### src/rtl/vrt_pkg.sv
// shared types, constants and lexing functions for the version range tokenizer
`default_nettype none

package vrt_pkg;

    // position counter saturates at this value
    localparam int unsigned MAX_LENGTH = 65535;
    localparam int unsigned POS_W      = $clog2(MAX_LENGTH + 1);
    localparam int unsigned OUT_POS_W  = 16;
    localparam int unsigned VAL_W      = 64;
    localparam int unsigned CHAR_W     = 8;
    localparam int unsigned MAX_BEATS  = 3;
    localparam int unsigned CNT_W      = $clog2(MAX_BEATS + 1);

    localparam logic [CHAR_W-1:0] CH_LT    = 8'h3C;
    localparam logic [CHAR_W-1:0] CH_EQ    = 8'h3D;
    localparam logic [CHAR_W-1:0] CH_GT    = 8'h3E;
    localparam logic [CHAR_W-1:0] CH_BAR   = 8'h7C;
    localparam logic [CHAR_W-1:0] CH_CARET = 8'h5E;
    localparam logic [CHAR_W-1:0] CH_TILDE = 8'h7E;
    localparam logic [CHAR_W-1:0] CH_STAR  = 8'h2A;
    localparam logic [CHAR_W-1:0] CH_DOT   = 8'h2E;
    localparam logic [CHAR_W-1:0] CH_COMMA = 8'h2C;
    localparam logic [CHAR_W-1:0] CH_MINUS = 8'h2D;
    localparam logic [CHAR_W-1:0] CH_PLUS  = 8'h2B;
    localparam logic [CHAR_W-1:0] CH_ZERO  = 8'h30;
    localparam logic [CHAR_W-1:0] CH_NINE  = 8'h39;
    localparam logic [CHAR_W-1:0] CH_SP    = 8'h20;
    localparam logic [CHAR_W-1:0] CH_TAB   = 8'h09;
    localparam logic [CHAR_W-1:0] CH_LF    = 8'h0A;
    localparam logic [CHAR_W-1:0] CH_CR    = 8'h0D;
    localparam logic [CHAR_W-1:0] CH_UC_A  = 8'h41;
    localparam logic [CHAR_W-1:0] CH_UC_Z  = 8'h5A;
    localparam logic [CHAR_W-1:0] CH_LC_A  = 8'h61;
    localparam logic [CHAR_W-1:0] CH_LC_Z  = 8'h7A;

    typedef logic [POS_W-1:0] t_pos;

    typedef enum logic [4:0] {
        TK_UNEXPECTED = 5'd0,
        TK_LE         = 5'd1,
        TK_GE         = 5'd2,
        TK_OR         = 5'd3,
        TK_SPACE      = 5'd4,
        TK_EQ         = 5'd5,
        TK_GT         = 5'd6,
        TK_LT         = 5'd7,
        TK_CARET      = 5'd8,
        TK_TILDE      = 5'd9,
        TK_STAR       = 5'd10,
        TK_DOT        = 5'd11,
        TK_COMMA      = 5'd12,
        TK_HYPHEN     = 5'd13,
        TK_PLUS       = 5'd14,
        TK_ALNUM      = 5'd15,
        TK_NUMERIC    = 5'd16,
        TK_END        = 5'd17
    } t_kind;

    // class of the token still open
    typedef enum logic [1:0] {
        CLS_NONE  = 2'd0,
        CLS_WS    = 2'd1,
        CLS_ALNUM = 2'd2,
        CLS_DIGIT = 2'd3
    } t_cls;

    typedef struct packed {
        t_kind                kind;
        logic [OUT_POS_W-1:0] start_pos;
        logic [OUT_POS_W-1:0] end_pos;
        logic [VAL_W-1:0]     value;
        logic                 ovf;
        logic                 last_of_run;
    } t_tok;

    typedef struct packed {
        t_cls cls;
        t_pos pos;
        t_pos start;
        logic lz;
    } t_lex_st;

    typedef struct packed {
        t_lex_st st;
        logic    emit;
        logic    taken;
        t_tok    tok;
    } t_dec;

    function automatic logic is_ws(input logic [CHAR_W-1:0] c);
        return (c == CH_SP) || (c == CH_TAB) || (c == CH_LF) || (c == CH_CR);
    endfunction

    function automatic logic is_letter(input logic [CHAR_W-1:0] c);
        return ((c >= CH_LC_A) && (c <= CH_LC_Z)) || ((c >= CH_UC_A) && (c <= CH_UC_Z));
    endfunction

    function automatic logic is_dig(input logic [CHAR_W-1:0] c);
        return (c >= CH_ZERO) && (c <= CH_NINE);
    endfunction

    function automatic t_pos pos_inc(input t_pos p);
        return (p < POS_W'(MAX_LENGTH)) ? p + POS_W'(1) : p;
    endfunction

    function automatic logic [3:0] digit_val(input logic [CHAR_W-1:0] c);
        logic [CHAR_W-1:0] t;
        t = c - CH_ZERO;
        return (t[3:0] > 4'd9) ? 4'd0 : t[3:0];
    endfunction

    function automatic t_kind single_kind(input logic [CHAR_W-1:0] c);
        t_kind k;
        unique case (c)
            CH_EQ:    k = TK_EQ;
            CH_GT:    k = TK_GT;
            CH_LT:    k = TK_LT;
            CH_CARET: k = TK_CARET;
            CH_TILDE: k = TK_TILDE;
            CH_STAR:  k = TK_STAR;
            CH_DOT:   k = TK_DOT;
            CH_COMMA: k = TK_COMMA;
            CH_MINUS: k = TK_HYPHEN;
            CH_PLUS:  k = TK_PLUS;
            default:  k = TK_UNEXPECTED;
        endcase
        return k;
    endfunction

    // acc * 10 + digit, saturating; msb of the result is the overflow flag
    function automatic logic [VAL_W:0] mul_add(input logic [VAL_W-1:0] acc,
                                                input logic ovf,
                                                input logic [CHAR_W-1:0] c);
        logic [VAL_W+3:0] prod;
        logic             ov;
        prod = ({4'b0, acc} << 3) + ({4'b0, acc} << 1) + (VAL_W + 4)'(digit_val(c));
        ov   = ovf || (prod[VAL_W+3:VAL_W] != 4'd0);
        return {ov, (ov ? {VAL_W{1'b1}} : prod[VAL_W-1:0])};
    endfunction

    // decide byte x given the byte after it (y, when nv); acc/ovf already hold x
    function automatic t_dec decide(input t_lex_st s,
                                    input logic [CHAR_W-1:0] x,
                                    input logic nv,
                                    input logic [CHAR_W-1:0] y,
                                    input logic [VAL_W-1:0] acc,
                                    input logic ovf);
        t_dec r;
        t_pos p;
        logic done;
        r       = '0;
        r.st    = s;
        p       = s.pos;
        done    = 1'b0;
        if (s.cls == CLS_NONE) begin
            if (nv && (((x == CH_LT) && (y == CH_EQ)) || ((x == CH_GT) && (y == CH_EQ)) ||
                       ((x == CH_BAR) && (y == CH_BAR)))) begin
                r.st.pos        = pos_inc(pos_inc(p));
                r.emit          = 1'b1;
                r.taken         = 1'b1;
                r.tok.kind      = (x == CH_LT) ? TK_LE : ((x == CH_GT) ? TK_GE : TK_OR);
                r.tok.start_pos = OUT_POS_W'(p);
                r.tok.end_pos   = OUT_POS_W'(r.st.pos);
                done            = 1'b1;
            end else begin
                r.st.start = p;
                if (is_ws(x)) begin
                    r.st.cls = CLS_WS;
                end else if (is_letter(x)) begin
                    r.st.cls = CLS_ALNUM;
                end else if (is_dig(x)) begin
                    if ((x == CH_ZERO) && !(nv && is_dig(y))) begin
                        // lone zero is numeric even before a letter
                        r.st.pos        = pos_inc(p);
                        r.emit          = 1'b1;
                        r.tok.kind      = TK_NUMERIC;
                        r.tok.start_pos = OUT_POS_W'(p);
                        r.tok.end_pos   = OUT_POS_W'(r.st.pos);
                        done            = 1'b1;
                    end else begin
                        r.st.cls = CLS_DIGIT;
                        r.st.lz  = (x == CH_ZERO);
                    end
                end else begin
                    r.st.pos        = pos_inc(p);
                    r.emit          = 1'b1;
                    r.tok.kind      = single_kind(x);
                    r.tok.start_pos = OUT_POS_W'(p);
                    r.tok.end_pos   = OUT_POS_W'(r.st.pos);
                    done            = 1'b1;
                end
            end
        end
        if (!done) begin
            r.st.pos        = pos_inc(p);
            r.tok.start_pos = OUT_POS_W'(r.st.start);
            r.tok.end_pos   = OUT_POS_W'(r.st.pos);
            unique case (r.st.cls)
                CLS_WS: begin
                    if (!(nv && is_ws(y))) begin
                        r.emit     = 1'b1;
                        r.tok.kind = TK_SPACE;
                        r.st.cls   = CLS_NONE;
                    end
                end
                CLS_ALNUM: begin
                    if (!(nv && (is_letter(y) || is_dig(y)))) begin
                        r.emit     = 1'b1;
                        r.tok.kind = TK_ALNUM;
                        r.st.cls   = CLS_NONE;
                    end
                end
                CLS_DIGIT: begin
                    if (nv && is_dig(y)) begin
                        r.st.cls = CLS_DIGIT;
                    end else if (nv && is_letter(y)) begin
                        r.st.cls = CLS_ALNUM;
                    end else begin
                        r.emit   = 1'b1;
                        r.st.cls = CLS_NONE;
                        if (r.st.lz) begin
                            r.tok.kind = TK_ALNUM;
                        end else begin
                            r.tok.kind  = TK_NUMERIC;
                            r.tok.value = acc;
                            r.tok.ovf   = ovf;
                        end
                    end
                end
                CLS_NONE: begin
                    r.st.cls = CLS_NONE;
                end
            endcase
        end
        return r;
    endfunction

endpackage

`default_nettype wire

### src/rtl/vrt_step.sv
// per-character lexing step: decides lookahead and last byte, packs result beats
`default_nettype none

module vrt_step (
    input  wire logic [vrt_pkg::CHAR_W-1:0] i_char,
    input  wire logic                       i_last,
    input  wire logic                       i_la_valid,
    input  wire logic [vrt_pkg::CHAR_W-1:0] i_la_char,
    input  wire vrt_pkg::t_lex_st           i_st,
    input  wire logic [vrt_pkg::VAL_W-1:0]  i_acc,
    input  wire logic                       i_ovf,
    output vrt_pkg::t_lex_st                o_st,
    output logic                            o_la_valid,
    output logic [vrt_pkg::CHAR_W-1:0]      o_la_char,
    output logic [vrt_pkg::VAL_W-1:0]       o_acc,
    output logic                            o_ovf,
    output vrt_pkg::t_tok                   o_res [vrt_pkg::MAX_BEATS],
    output logic [vrt_pkg::CNT_W-1:0]       o_res_cnt
);

    vrt_pkg::t_dec                d1;
    vrt_pkg::t_dec                d2;
    logic [vrt_pkg::VAL_W:0]      mul;
    logic [vrt_pkg::VAL_W-1:0]    acc_c;
    logic                         ovf_c;
    logic                         use_d2;
    logic                         e1;
    logic                         e2;
    vrt_pkg::t_tok                tok_end;
    vrt_pkg::t_pos                end_pos;

    always_comb begin
        // lookahead byte, decided against the incoming one
        if (i_la_valid) begin
            d1 = vrt_pkg::decide(i_st, i_la_char, 1'b1, i_char, i_acc, i_ovf);
        end else begin
            d1    = '0;
            d1.st = i_st;
        end

        // fold the incoming byte into the digit run (one multiply-add per beat)
        mul = vrt_pkg::mul_add(i_acc, i_ovf, i_char);
        if (d1.st.cls == vrt_pkg::CLS_DIGIT) begin
            acc_c = mul[vrt_pkg::VAL_W-1:0];
            ovf_c = mul[vrt_pkg::VAL_W];
        end else begin
            acc_c = vrt_pkg::VAL_W'(vrt_pkg::digit_val(i_char));
            ovf_c = 1'b0;
        end

        // last byte, nothing after it
        d2     = vrt_pkg::decide(d1.st, i_char, 1'b0, '0, acc_c, ovf_c);
        use_d2 = i_last && !d1.taken;
        end_pos = use_d2 ? d2.st.pos : d1.st.pos;

        tok_end           = '0;
        tok_end.kind      = vrt_pkg::TK_END;
        tok_end.start_pos = vrt_pkg::OUT_POS_W'(end_pos);
        tok_end.end_pos   = vrt_pkg::OUT_POS_W'(end_pos);

        e1 = d1.emit;
        e2 = use_d2 && d2.emit;

        o_res[0] = e1 ? d1.tok : (e2 ? d2.tok : tok_end);
        o_res[1] = (e1 && e2) ? d2.tok : tok_end;
        o_res[2] = tok_end;
        o_res_cnt = vrt_pkg::CNT_W'(e1) + vrt_pkg::CNT_W'(e2) + vrt_pkg::CNT_W'(i_last);
        for (int i = 0; i < vrt_pkg::MAX_BEATS; i++) begin
            o_res[i].last_of_run = (vrt_pkg::CNT_W'(i + 1) == o_res_cnt);
        end

        // end of string returns to the reset state
        if (i_last) begin
            o_st       = '0;
            o_la_valid = 1'b0;
            o_la_char  = '0;
            o_acc      = '0;
            o_ovf      = 1'b0;
        end else begin
            o_st       = d1.st;
            o_la_valid = !d1.taken;
            o_la_char  = i_char;
            o_acc      = acc_c;
            o_ovf      = ovf_c;
        end
    end

endmodule

`default_nettype wire

### src/rtl/version_range_tokenizer.sv
// top level of the version range tokenizer: input register, lexer state, result buffer
`default_nettype none

// Streaming lexer for version-range strings, one character per input beat with a
// last flag. Each accepted character is held in an input register and processed
// combinationally against the lexer state (one byte of lookahead, position,
// open token class and start, decimal accumulator); the resulting tokens, up to
// three per character, drop into a three-entry result buffer that drains one beat
// per cycle unless stalled. A character is accepted every cycle while it yields
// at most one token with no stall; after one that yields more, the input side
// is held until its last token leaves. The accumulator advances by one 64-bit
// multiply-by-ten add per character and is kept one character ahead so the add
// never chains. After the last character an end token is sent and the state
// returns to its reset values, ready for the next string. Positions saturate at
// 65535; numeric values saturate at all ones with the overflow flag set.

module version_range_tokenizer (
    input  wire logic        i_clk,
    input  wire logic        i_rst_n,
    input  wire logic        i_valid,
    output logic             o_stall,
    input  wire logic [7:0]  i_char_code,
    input  wire logic        i_is_last,
    output logic             o_valid,
    input  wire logic        i_stall,
    output logic [4:0]       o_token_kind,
    output logic [15:0]      o_start_pos,
    output logic [15:0]      o_end_pos,
    output logic [63:0]      o_numeric_value,
    output logic             o_value_overflow,
    output logic             o_last_of_run
);

    // input register
    logic                          r_in_valid;
    logic [vrt_pkg::CHAR_W-1:0]    r_in_char;
    logic                          r_in_last;

    // lexer state; accumulator already includes the lookahead digit
    vrt_pkg::t_lex_st              r_st;
    logic                          r_la_valid;
    logic [vrt_pkg::CHAR_W-1:0]    r_la_char;
    logic [vrt_pkg::VAL_W-1:0]     r_acc;
    logic                          r_ovf;

    // result buffer, entry 0 is on the output port
    vrt_pkg::t_tok                 r_ob [vrt_pkg::MAX_BEATS];
    logic [vrt_pkg::CNT_W-1:0]     r_ob_cnt;

    vrt_pkg::t_lex_st              n_st;
    logic                          n_la_valid;
    logic [vrt_pkg::CHAR_W-1:0]    n_la_char;
    logic [vrt_pkg::VAL_W-1:0]     n_acc;
    logic                          n_ovf;
    vrt_pkg::t_tok                 w_res [vrt_pkg::MAX_BEATS];
    logic [vrt_pkg::CNT_W-1:0]     w_res_cnt;

    logic                          w_pop;
    logic                          w_load_ok;
    logic                          w_fire;
    logic                          w_in_acc;

    vrt_step u_step (
        .i_char     (r_in_char),
        .i_last     (r_in_last),
        .i_la_valid (r_la_valid),
        .i_la_char  (r_la_char),
        .i_st       (r_st),
        .i_acc      (r_acc),
        .i_ovf      (r_ovf),
        .o_st       (n_st),
        .o_la_valid (n_la_valid),
        .o_la_char  (n_la_char),
        .o_acc      (n_acc),
        .o_ovf      (n_ovf),
        .o_res      (w_res),
        .o_res_cnt  (w_res_cnt)
    );

    always_comb begin
        w_pop     = (r_ob_cnt != '0) && !i_stall;
        // buffer can take a new character's beats once at most the last one leaves
        w_load_ok = (r_ob_cnt == '0) || ((r_ob_cnt == vrt_pkg::CNT_W'(1)) && w_pop);
        w_fire    = r_in_valid && w_load_ok;
        o_stall   = r_in_valid && !w_load_ok;
        w_in_acc  = i_valid && !o_stall;
    end

    // control state
    always_ff @(posedge i_clk) begin
        if (!i_rst_n) begin
            r_in_valid <= 1'b0;
            r_st       <= '0;
            r_la_valid <= 1'b0;
            r_la_char  <= '0;
            r_acc      <= '0;
            r_ovf      <= 1'b0;
            r_ob_cnt   <= '0;
        end else begin
            if (w_in_acc) begin
                r_in_valid <= 1'b1;
            end else if (w_fire) begin
                r_in_valid <= 1'b0;
            end
            if (w_fire) begin
                r_st       <= n_st;
                r_la_valid <= n_la_valid;
                r_la_char  <= n_la_char;
                r_acc      <= n_acc;
                r_ovf      <= n_ovf;
                r_ob_cnt   <= w_res_cnt;
            end else if (w_pop) begin
                r_ob_cnt   <= r_ob_cnt - vrt_pkg::CNT_W'(1);
            end
        end
    end

    // payload
    always_ff @(posedge i_clk) begin
        if (w_in_acc) begin
            r_in_char <= i_char_code;
            r_in_last <= i_is_last;
        end
        if (w_fire) begin
            r_ob <= w_res;
        end else if (w_pop) begin
            for (int i = 0; i < vrt_pkg::MAX_BEATS - 1; i++) begin
                r_ob[i] <= r_ob[i + 1];
            end
        end
    end

    always_comb begin
        o_valid          = (r_ob_cnt != '0);
        o_token_kind     = r_ob[0].kind;
        o_start_pos      = r_ob[0].start_pos;
        o_end_pos        = r_ob[0].end_pos;
        o_numeric_value  = r_ob[0].value;
        o_value_overflow = r_ob[0].ovf;
        o_last_of_run    = r_ob[0].last_of_run;
    end

endmodule

`default_nettype wire
### config.mk
export PLATFORM = sky130hd
export DESIGN_NAME = version_range_tokenizer
export DESIGN_NICKNAME = d
export VERILOG_FILES = /design/src/rtl/vrt_pkg.sv /design/src/rtl/vrt_step.sv /design/src/rtl/version_range_tokenizer.sv
export SDC_FILE = /design/constraint.sdc
export NUM_CORES = 1
export LEC_CHECK = 0
export ABC_CLOCK_PERIOD_IN_PS = 16800
export BUFFER_PORTS_ARGS = -buffer_cell sky130_fd_sc_hd__buf_2
export CAP_MARGIN = 20
export CORE_AREA = 8 8 326 297
export CTS_BUF_LIST = sky130_fd_sc_hd__clkbuf_16
export DETAILED_ROUTE_END_ITERATION = 8
export DIE_AREA = 0 0 334 305
export PLACE_DENSITY = 0.48
export SETUP_SLACK_MARGIN = 0.1
export SLEW_MARGIN = 20
export SYNTH_ARGS = -nofsm -noshare
export SYNTH_HDL_FRONTEND = slang
export SYNTH_SLANG_ARGS = --single-unit
### constraint.sdc
create_clock -name i_clk -period 16.8 [get_ports i_clk]
set_input_delay 2.52 -clock i_clk [delete_from_list [all_inputs] [get_ports i_clk]]
set_output_delay 2.52 -clock i_clk [all_outputs]
set_load 0.02 [all_outputs]
==> metrics.yaml, run 1 <==
postSynthCellCount: 2520
hold_slack_ns: 0.460
place_congestion: 0.885
drv_slew: 0
mostFrequentLayoutCell: "nand2_1"
critical_path_required_ns: 17.11
cts_tree: "done"
die-area_um2: 102000
fin_nets: 2648
cp_top_family: "compound AO/OA/AOI/OAI gates"
end_kind: "flop"
regArea_um2: 9210
avgSynthCellArea_um2: 8.96
cts_buffers: 41
antenna_found_initial: 8
total_power_w: 0.00259
hold_path.startpoint: "r_ovf"
synth_cell_type_count: 102
setup_slack_ns: 10.17
max-cap-violations: 0
seq_area_frac_synth_pct: 40.8
die-height_um: 305
async_flop_share_pct: 0
drive_gt1_share_pct: 10.9
drtIter0Drc: 1372
multi_input_area_um2: 12000
cp_common_cell: "o21ai_0"
fin_skew_ns: 0.0480
tightest_slew_ns: 1.09
post-place-ws_ns: 10.24
h-tree-depth: 2
rows: 106
grt_max_degree: 84
hp-class: "flop to flop"
avgViaCountPerCell: 4.97
numClockSinks: 344
cpPeakStageDelay_ns: 0.64
fillCellCount: 9799
grt_pass1_wl_mm: 110
cts_resized: 0
critPathLaunch: "r_in_char[2]"
vias: 18507
crit_path_max_fanout: 67
post_cts_buffers: 0
synth_warnings: 0
hold_viol: 0
place_hpwl_mm: 48.9
post-route-period-util_pct: 39.4
cts_buffer_depth: 3
synth_edf_count: 232
grt-ovfl-total: 0
ir_drop_v: 0.0000628
final-setup-viol-count: 0
fmax_mhz: 151
p_leak_nw: 9.85
die_w_um: 334
grt_pass1_vias: 17898
powerDensity_nw_per_um2: 103
io_pins: 118
cp.arrival_ns: 6.94
first_pass_iters: 6
final_cell_mix: "nand2_1, nor2_1, edfxtp_1"
fin_setup_tns_ns: 0
initial_core_util_pct: 24.7
r2r_start: "r_in_char[2]"
path_cells: "inv_1, nand3_1, fa_1, inv_1, fa_1, a211oi_1, o21ai_0, a31oi_1, o21ai_0, o21ai_0, o31ai_1, a21oi_1, o31ai_1, xor2_1, or4_2, buf_4, nand2b_1, a221o_1"
ys_top_cells_by_area: "edfxtp_1, dfxtp_1, ha_1"
min_period_ns: 6.63
startpoint_type: "flop"
grt_setup_unrepaired: "false"
synth_ff_type: "edfxtp_1"
wirelength_mm: 70.1
area_growth_pct: 11.0
clk_pin_slew_ns: 0.06
max-slew-margin-rel_pct: 27.4
cp_slowest_cell: "or4_2"
drc: 0
core_um2: 91500
track_usage_pct: 13.3
yosysTopAreaCell: "edfxtp_1"
critPathKind: "flop to flop"
final_antenna_net_count: 0
crit_buf_inv: 3
status: "complete, no violations"
io_buffers: 117
syn_area_um2: 22600
ys_ff_latch: 344
clock_latency_ns: 0.57
wl_per_cell_um: 18.8
ctsHoldBuffers: 0
yosysTopAreaCellShare_pct: 30.9
cts_root_buf: "clkbuf_16"
-- power breakdown --
part	total, W	switching [W]	internal [W]
logic	0.000506	0.000369	0.000137
registers	0.00117	0.0000620	0.00110
clock network	0.000917	0.000371	0.000546
-- cell type report --
class / instances / share of cell area, %
multi-input cells: 1930 / 48.1
inverters: 41 / 0.625
well taps: 1188 / 5.94
clock inverters: 32 / 1.25
clock buffers: 42 / 4.20
diodes: 3 / 0.0300
repair buffers: 142 / 3.09
flip-flops and latches: 344 / 36.8
-- flip-flops by register name, indices dropped and copies added (netlist names), 2 cells and up --
| signal | count |
|---|---|
| o_start_pos | 16 |
| r_st | 35 |
| o_token_kind | 5 |
| r_in_char | 8 |
| o_end_pos | 16 |
| r_acc | 64 |
| r_ob_cnt | 2 |
| r_la_char | 8 |
| o_numeric_value | 64 |
| r_ob | 120 |
-- Yosys cell counts (36+ instances only) --
library cell	number
a21o_1	53
a21oi_1	221
a22oi_1	38
and3_1	36
buf_4	110
clkbuf_1	124
dfxtp_1	112
edfxtp_1	232
ha_1	132
inv_1	39
nand2_1	278
nand3_1	59
nor2_1	244
nor2b_1	62
nor3_1	45
o21ai_0	162
o22ai_1	58
xnor2_1	46
-- worst paths after layout --
kind	to	slack [ns]	cells past startpoint
worst max-delay path	o_numeric_value[62]	10.17	18
worst min-delay path	r_ovf	0.46	2
worst max register to register	o_numeric_value[62]	10.17	18
worst min register to register	r_ovf	0.46	2
-- per-stage QoR --
stage,cell area (um2),utilization [%],instances
after floorplan,22800,-,2580
after global placement,23700,25.9,3644
after detailed placement,23700,25.9,3644
after CTS,25000,27.3,3718
after global routing,25000,27.4,3719
final,25000,27.4,3722
-- metal layers --
layer | routed length (um) | up-vias | global-route usage (%)
met2 | 28900 | 490 | 19.4
met1 | 36500 | 8854 | 20.2
met5 | 13 | - | 0
met3 | 3300 | 89 | 1.86
met4 | 1480 | 2 | 3.36
li1 | - | 9072 | -
-- kinds of logic after synthesis --
family	synth area share, %
buffers and inverters	7.03
xor gates and xnor gates	3.02
muxes	1.51
and+or+nand+nor	19.2
DFF	40.8
other	0.0166
AOI/OAI and AO/OA	20.8
adders and majority gates	7.58
-- worst register-to-register path, cell delays in order, from the launching register on --
cell and delay, ns:
edfxtp_1 0.54, inv_1 0.24, nand3_1 0.19, fa_1 0.53, inv_1 0.07, fa_1 0.50
a211oi_1 0.29, o21ai_0 0.23, a31oi_1 0.45, o21ai_0 0.33, o21ai_0 0.50, o31ai_1 0.26
a21oi_1 0.37, o31ai_1 0.13, xor2_1 0.15, or4_2 0.64, buf_4 0.36, nand2b_1 0.28
a221o_1 0.32
(Power assumes the default switching activity.)
==> run 2, diff against run 1 <==
Settings changed: ABC_CLOCK_PERIOD_IN_PS 16800 to 6100, PLACE_DENSITY 0.48 to 0.47.
Clock period 16.8 ns to 6.1 ns, I/O delays scaled along.
==> run 2 against run 1 <==
Net effect: power rose to 2.7 times the previous value; non-clock buffer count rose by 70; global-route usage rose by 0.50 points; design area rose by 2.0%; clock skew rose by 0.0053 ns; critical path depth did not move; sequential share of layout area fell by 0.72 points; clock power rose to 2.6 times the previous value; die area did not move; sequential cell count did not move; sequential power rose to 2.7 times the previous value.
==> metrics.yaml, run 2 (same netlist as run 1, synthesis figures left out) <==
regArea_um2: 9210
clk_pin_slew_ns: 0.06
final-setup-viol-count: 0
cts_root_buf: "clkbuf_16"
final_cell_mix: "nand2_1, nor2_1, edfxtp_1"
antenna_found_initial: 3
powerDensity_nw_per_um2: 276
die_w_um: 334
h-tree-depth: 2
cts_buffers: 41
end_kind: "flop"
fin_nets: 2718
grt_max_degree: 159
die-area_um2: 102000
fin_setup_tns_ns: 0
ir_drop_v: 0.000212
wirelength_mm: 72.9
post_cts_buffers: 0
grt_setup_unrepaired: "false"
r2r_start: "r_in_char[1]"
largest_reg_flops: 120
final_util_pct: 27.9
core_um2: 91500
area_growth_pct: 13.2
io_pins: 118
vias: 18794
fillCellCount: 9799
max-slew-margin-rel_pct: 26.8
place_inst: 3715
path_cells: "inv_1, nand3_1, fa_1, inv_1, ha_1, a211oi_1, o21ai_0, nand4_1, a21oi_1, o21ai_1, a211o_1, a21oi_1, o21ai_1, a2111oi_0, or4_4, buf_4, nor2_1, o22ai_1"
place_hpwl_mm: 51.3
startpoint_type: "flop"
status: "complete, no violations"
post-route-period-util_pct: 91.0
avgViaCountPerCell: 4.96
critPathLaunch: "r_in_char[1]"
critical_path_required_ns: 6.52
critPathKind: "flop to flop"
final_antenna_net_count: 0
tightest_slew_ns: 1.09
drtIter0Drc: 1581
grt_pass1_wl_mm: 113
min_period_ns: 5.55
mostFrequentLayoutCell: "nand2_1"
die-height_um: 305
initial_core_util_pct: 24.7
cts_buffer_depth: 3
cp.arrival_ns: 5.97
hold_path.startpoint: "r_ovf"
setup_slack_ns: 0.549
top_register: "r_ob"
post-place-ws_ns: 0.283
cp_slowest_cell: "fa_1"
fin_cells: 3792
drv_slew: 0
numClockSinks: 344
wl_per_cell_um: 19.2
hold_viol: 0
track_usage_pct: 13.8
cts_tree: "done"
drc: 0
hp-class: "flop to flop"
place_congestion: 0.893
multi_input_area_um2: 12000
rows: 106
grt-ovfl-total: 0
fmax_mhz: 180
p_leak_nw: 10.2
drive_gt1_share_pct: 13.2
grt_pass1_vias: 17977
ctsHoldBuffers: 0
hold_slack_ns: 0.466
cp_top_family: "compound AO/OA/AOI/OAI gates"
io_buffers: 117
cpPeakStageDelay_ns: 0.51
first_pass_iters: 5
clock_latency_ns: 0.59
crit_buf_inv: 3
fin_skew_ns: 0.0533
crit_path_max_fanout: 32
max-cap-violations: 0
==> run 2: worst reg2reg max path, delay by kind of cell, from the launching register on <==
family | cells | cell delay (ns)
adder cells (fa/ha/maj) | 2 | 0.81
flip-flops | 1 | 0.38
buffers and inverters | 3 | 0.70
AND/OR/NAND/NOR | 4 | 0.94
AO/OA/AOI/OAI | 9 | 2.58
==> run 2: final timing paths <==
check                                      endpoint  slack, ns  depth (start not counted)
worst max-delay path            o_numeric_value[44]       0.55                         18
worst min-delay path                          r_ovf       0.47                          2
worst max register to register  o_numeric_value[44]       0.55                         18
worst min register to register                r_ovf       0.47                          2
==> run 2: per-layer routing <==
layer / vias to the layer above / share of wire (%) / global-route usage [%]
met5: - / 0.018 / 0
met3: 84 / 5.6 / 2.59
met4: 2 / 1.9 / 3.04
li1: 9207 / - / -
met1: 9067 / 51 / 20.9
met2: 434 / 41 / 20.0
==> run 2: layout make-up <==
| class | count | share of cell area, % |
|---|---|---|
| antenna | 1 | 0.00980 |
| clock inverter | 34 | 1.02 |
| clock buffer | 42 | 4.12 |
| tap | 1188 | 5.82 |
| inverter | 41 | 0.612 |
| sequential | 344 | 36.1 |
| multi-input combinational | 1930 | 47.2 |
| timing repair buffer | 212 | 5.18 |
==> run 2: report_power, final <==
part | switching [W] | internal (W)
Combinational | 0.00103 | 0.000398
Sequential | 0.000171 | 0.00304
Clock | 0.00104 | 0.00138
Total | 0.00224 | 0.00482
==> run 2: what timing repair did <==
| item | CTS | global route |
|---|---|---|
| endpoints found under the hold margin | 0 | 0 |
| endpoints found under the setup margin | 0 | 113 |
| gates resized for setup | 0 | 4 |
==> run 2: per-stage QoR <==
| stage | cell area, um2 | power, W |
|---|---|---|
| after floorplan | 22800 | 0.00436 |
| after global placement | 24200 | 0.00473 |
| after detailed placement | 24200 | 0.00472 |
| after CTS | 25500 | 0.00721 |
| after global routing | 25500 | 0.00741 |
| final | 25500 | 0.00706 |
==> run 3, diff against run 2 <==
Settings changed: CTS_BUF_LIST sky130_fd_sc_hd__clkbuf_16 to unset.
==> run 3 against run 2 <==
Net effect: final cell count unchanged; first-iteration DRC count shrank 2.3%; non-clock buffer count is the same.
==> metrics.yaml, run 3 (same netlist as run 1, synthesis figures left out) <==
final_area_um2: 25600
status: "complete, no violations"
clock_latency_ns: 0.59
grt_pass1_vias: 17977
fin_nets: 2718
final-setup-viol-count: 0
numClockSinks: 344
area_growth_pct: 13.4
p_leak_nw: 10.1
hold_slack_ns: 0.466
clk_pin_slew_ns: 0.06
cts_root_buf: "clkbuf_16"
cp.arrival_ns: 5.96
top_register: "r_ob"
whs_path_depth: 2
min_period_ns: 5.54
ir_drop_v: 0.000213
max-cap-violations: 0
end_kind: "flop"
first_pass_iters: 5
grt-ovfl-total: 0
final_antenna_net_count: 0
die_w_um: 334
fillCellCount: 9793
grt_pass1_wl_mm: 113
mostFrequentLayoutCell: "nand2_1"
max-slew-margin-rel_pct: 27.5
drtIter0Drc: 1545
tightest_slew_ns: 1.08
h-tree-depth: 2
vias: 18824
wl_per_cell_um: 19.2
avgViaCountPerCell: 4.96
antenna_found_initial: 3
io_buffers: 117
final_cell_mix: "nand2_1, nor2_1, edfxtp_1"
drive_gt1_share_pct: 13.4
fin_skew_ns: 0.0513
placed_area_um2: 24200
total_power_w: 0.00714
track_usage_pct: 13.8
post-route-period-util_pct: 90.8
hold_viol: 0
die-height_um: 305
powerDensity_nw_per_um2: 279
regArea_um2: 9210
worst_r2r_path_depth: 18
rows: 106
multi_input_area_um2: 12000
largest_reg_flops: 120
cts_tree: "done"
critPathKind: "flop to flop"
drc: 0
place_hpwl_mm: 51.3
ctsHoldBuffers: 0
fmax_mhz: 181
wirelength_mm: 72.9
fin_setup_tns_ns: 0
crit_path_max_fanout: 32
cts_buffers: 41
startpoint_type: "flop"
place_congestion: 0.893
die-area_um2: 102000
hp-class: "flop to flop"
io_pins: 118
grt_max_degree: 159
grt_setup_unrepaired: "false"
initial_core_util_pct: 24.7
core_um2: 91500
critical_path_required_ns: 6.52
drv_slew: 0
cts_buffer_depth: 3
-- run 3: cell count changes in the layout (fill, tap and decap cells not counted), sizes merged --
cell and delta:
clkbuf +18, clkinv -5, inv -13
-- run 3: timing repair --
item	4_1_cts	5_1_grt
gates resized for setup	0	4
buffers inserted	0	0
setup endpoints to repair	0	113
-- run 3: per-stage QoR --
step	worst slack [ns]	util [%]	std cells
finish	0.562	28.0	3792
global route	0.213	28.0	3791
CTS	0.270	27.9	3791
detailed placement	0.283	26.5	3715
global placement	0.475	26.5	3715
floorplan	0.910	-	2580
-- run 3: layout make-up --
type	instances	area share (%)
diodes	1	0.00978
clock buffers	60	4.57
clock inverters	16	0.753
inverters	41	0.611
multi-input cells	1930	47.1
flip-flops and latches	344	36.0
well taps	1188	5.81
repair buffers	212	5.17
-- run 3: path summary, 6_finish.rpt --
check                             startpoint                   to  slack [ns]
worst max-delay path            r_in_char[1]  o_numeric_value[44]        0.56
worst max register to register  r_in_char[1]  o_numeric_value[44]        0.56
worst min register to register         r_ovf                r_ovf        0.47
worst min-delay path                   r_ovf                r_ovf        0.47
-- run 3: routing by layer --
| layer | wire length [um] | global-route usage, % |
|---|---|---|
| met1 | 37100 | 20.9 |
| met2 | 30100 | 20.0 |
| met3 | 4360 | 2.59 |
| met4 | 1400 | 3.04 |
| met5 | 13 | 0 |
-- run 3: worst max-delay path, cell delays in order (launching register included) --
cell,delay (ns)
edfxtp_1,0.38
inv_1,0.18
nand3_1,0.18
fa_1,0.51
inv_1,0.07
ha_1,0.30
a211oi_1,0.09
o21ai_0,0.42
nand4_1,0.22
a21oi_1,0.38
o21ai_1,0.19
a211o_1,0.36
a21oi_1,0.24
o21ai_1,0.17
a2111oi_0,0.51
or4_4,0.38
buf_4,0.45
nor2_1,0.13
o22ai_1,0.18
-- run 3: power breakdown --
part           internal [W]  leakage (nW)  switching (W)
Clock               0.00147         0.654        0.00104
Combinational      0.000398          6.38        0.00103
Sequential          0.00304          3.12       0.000172
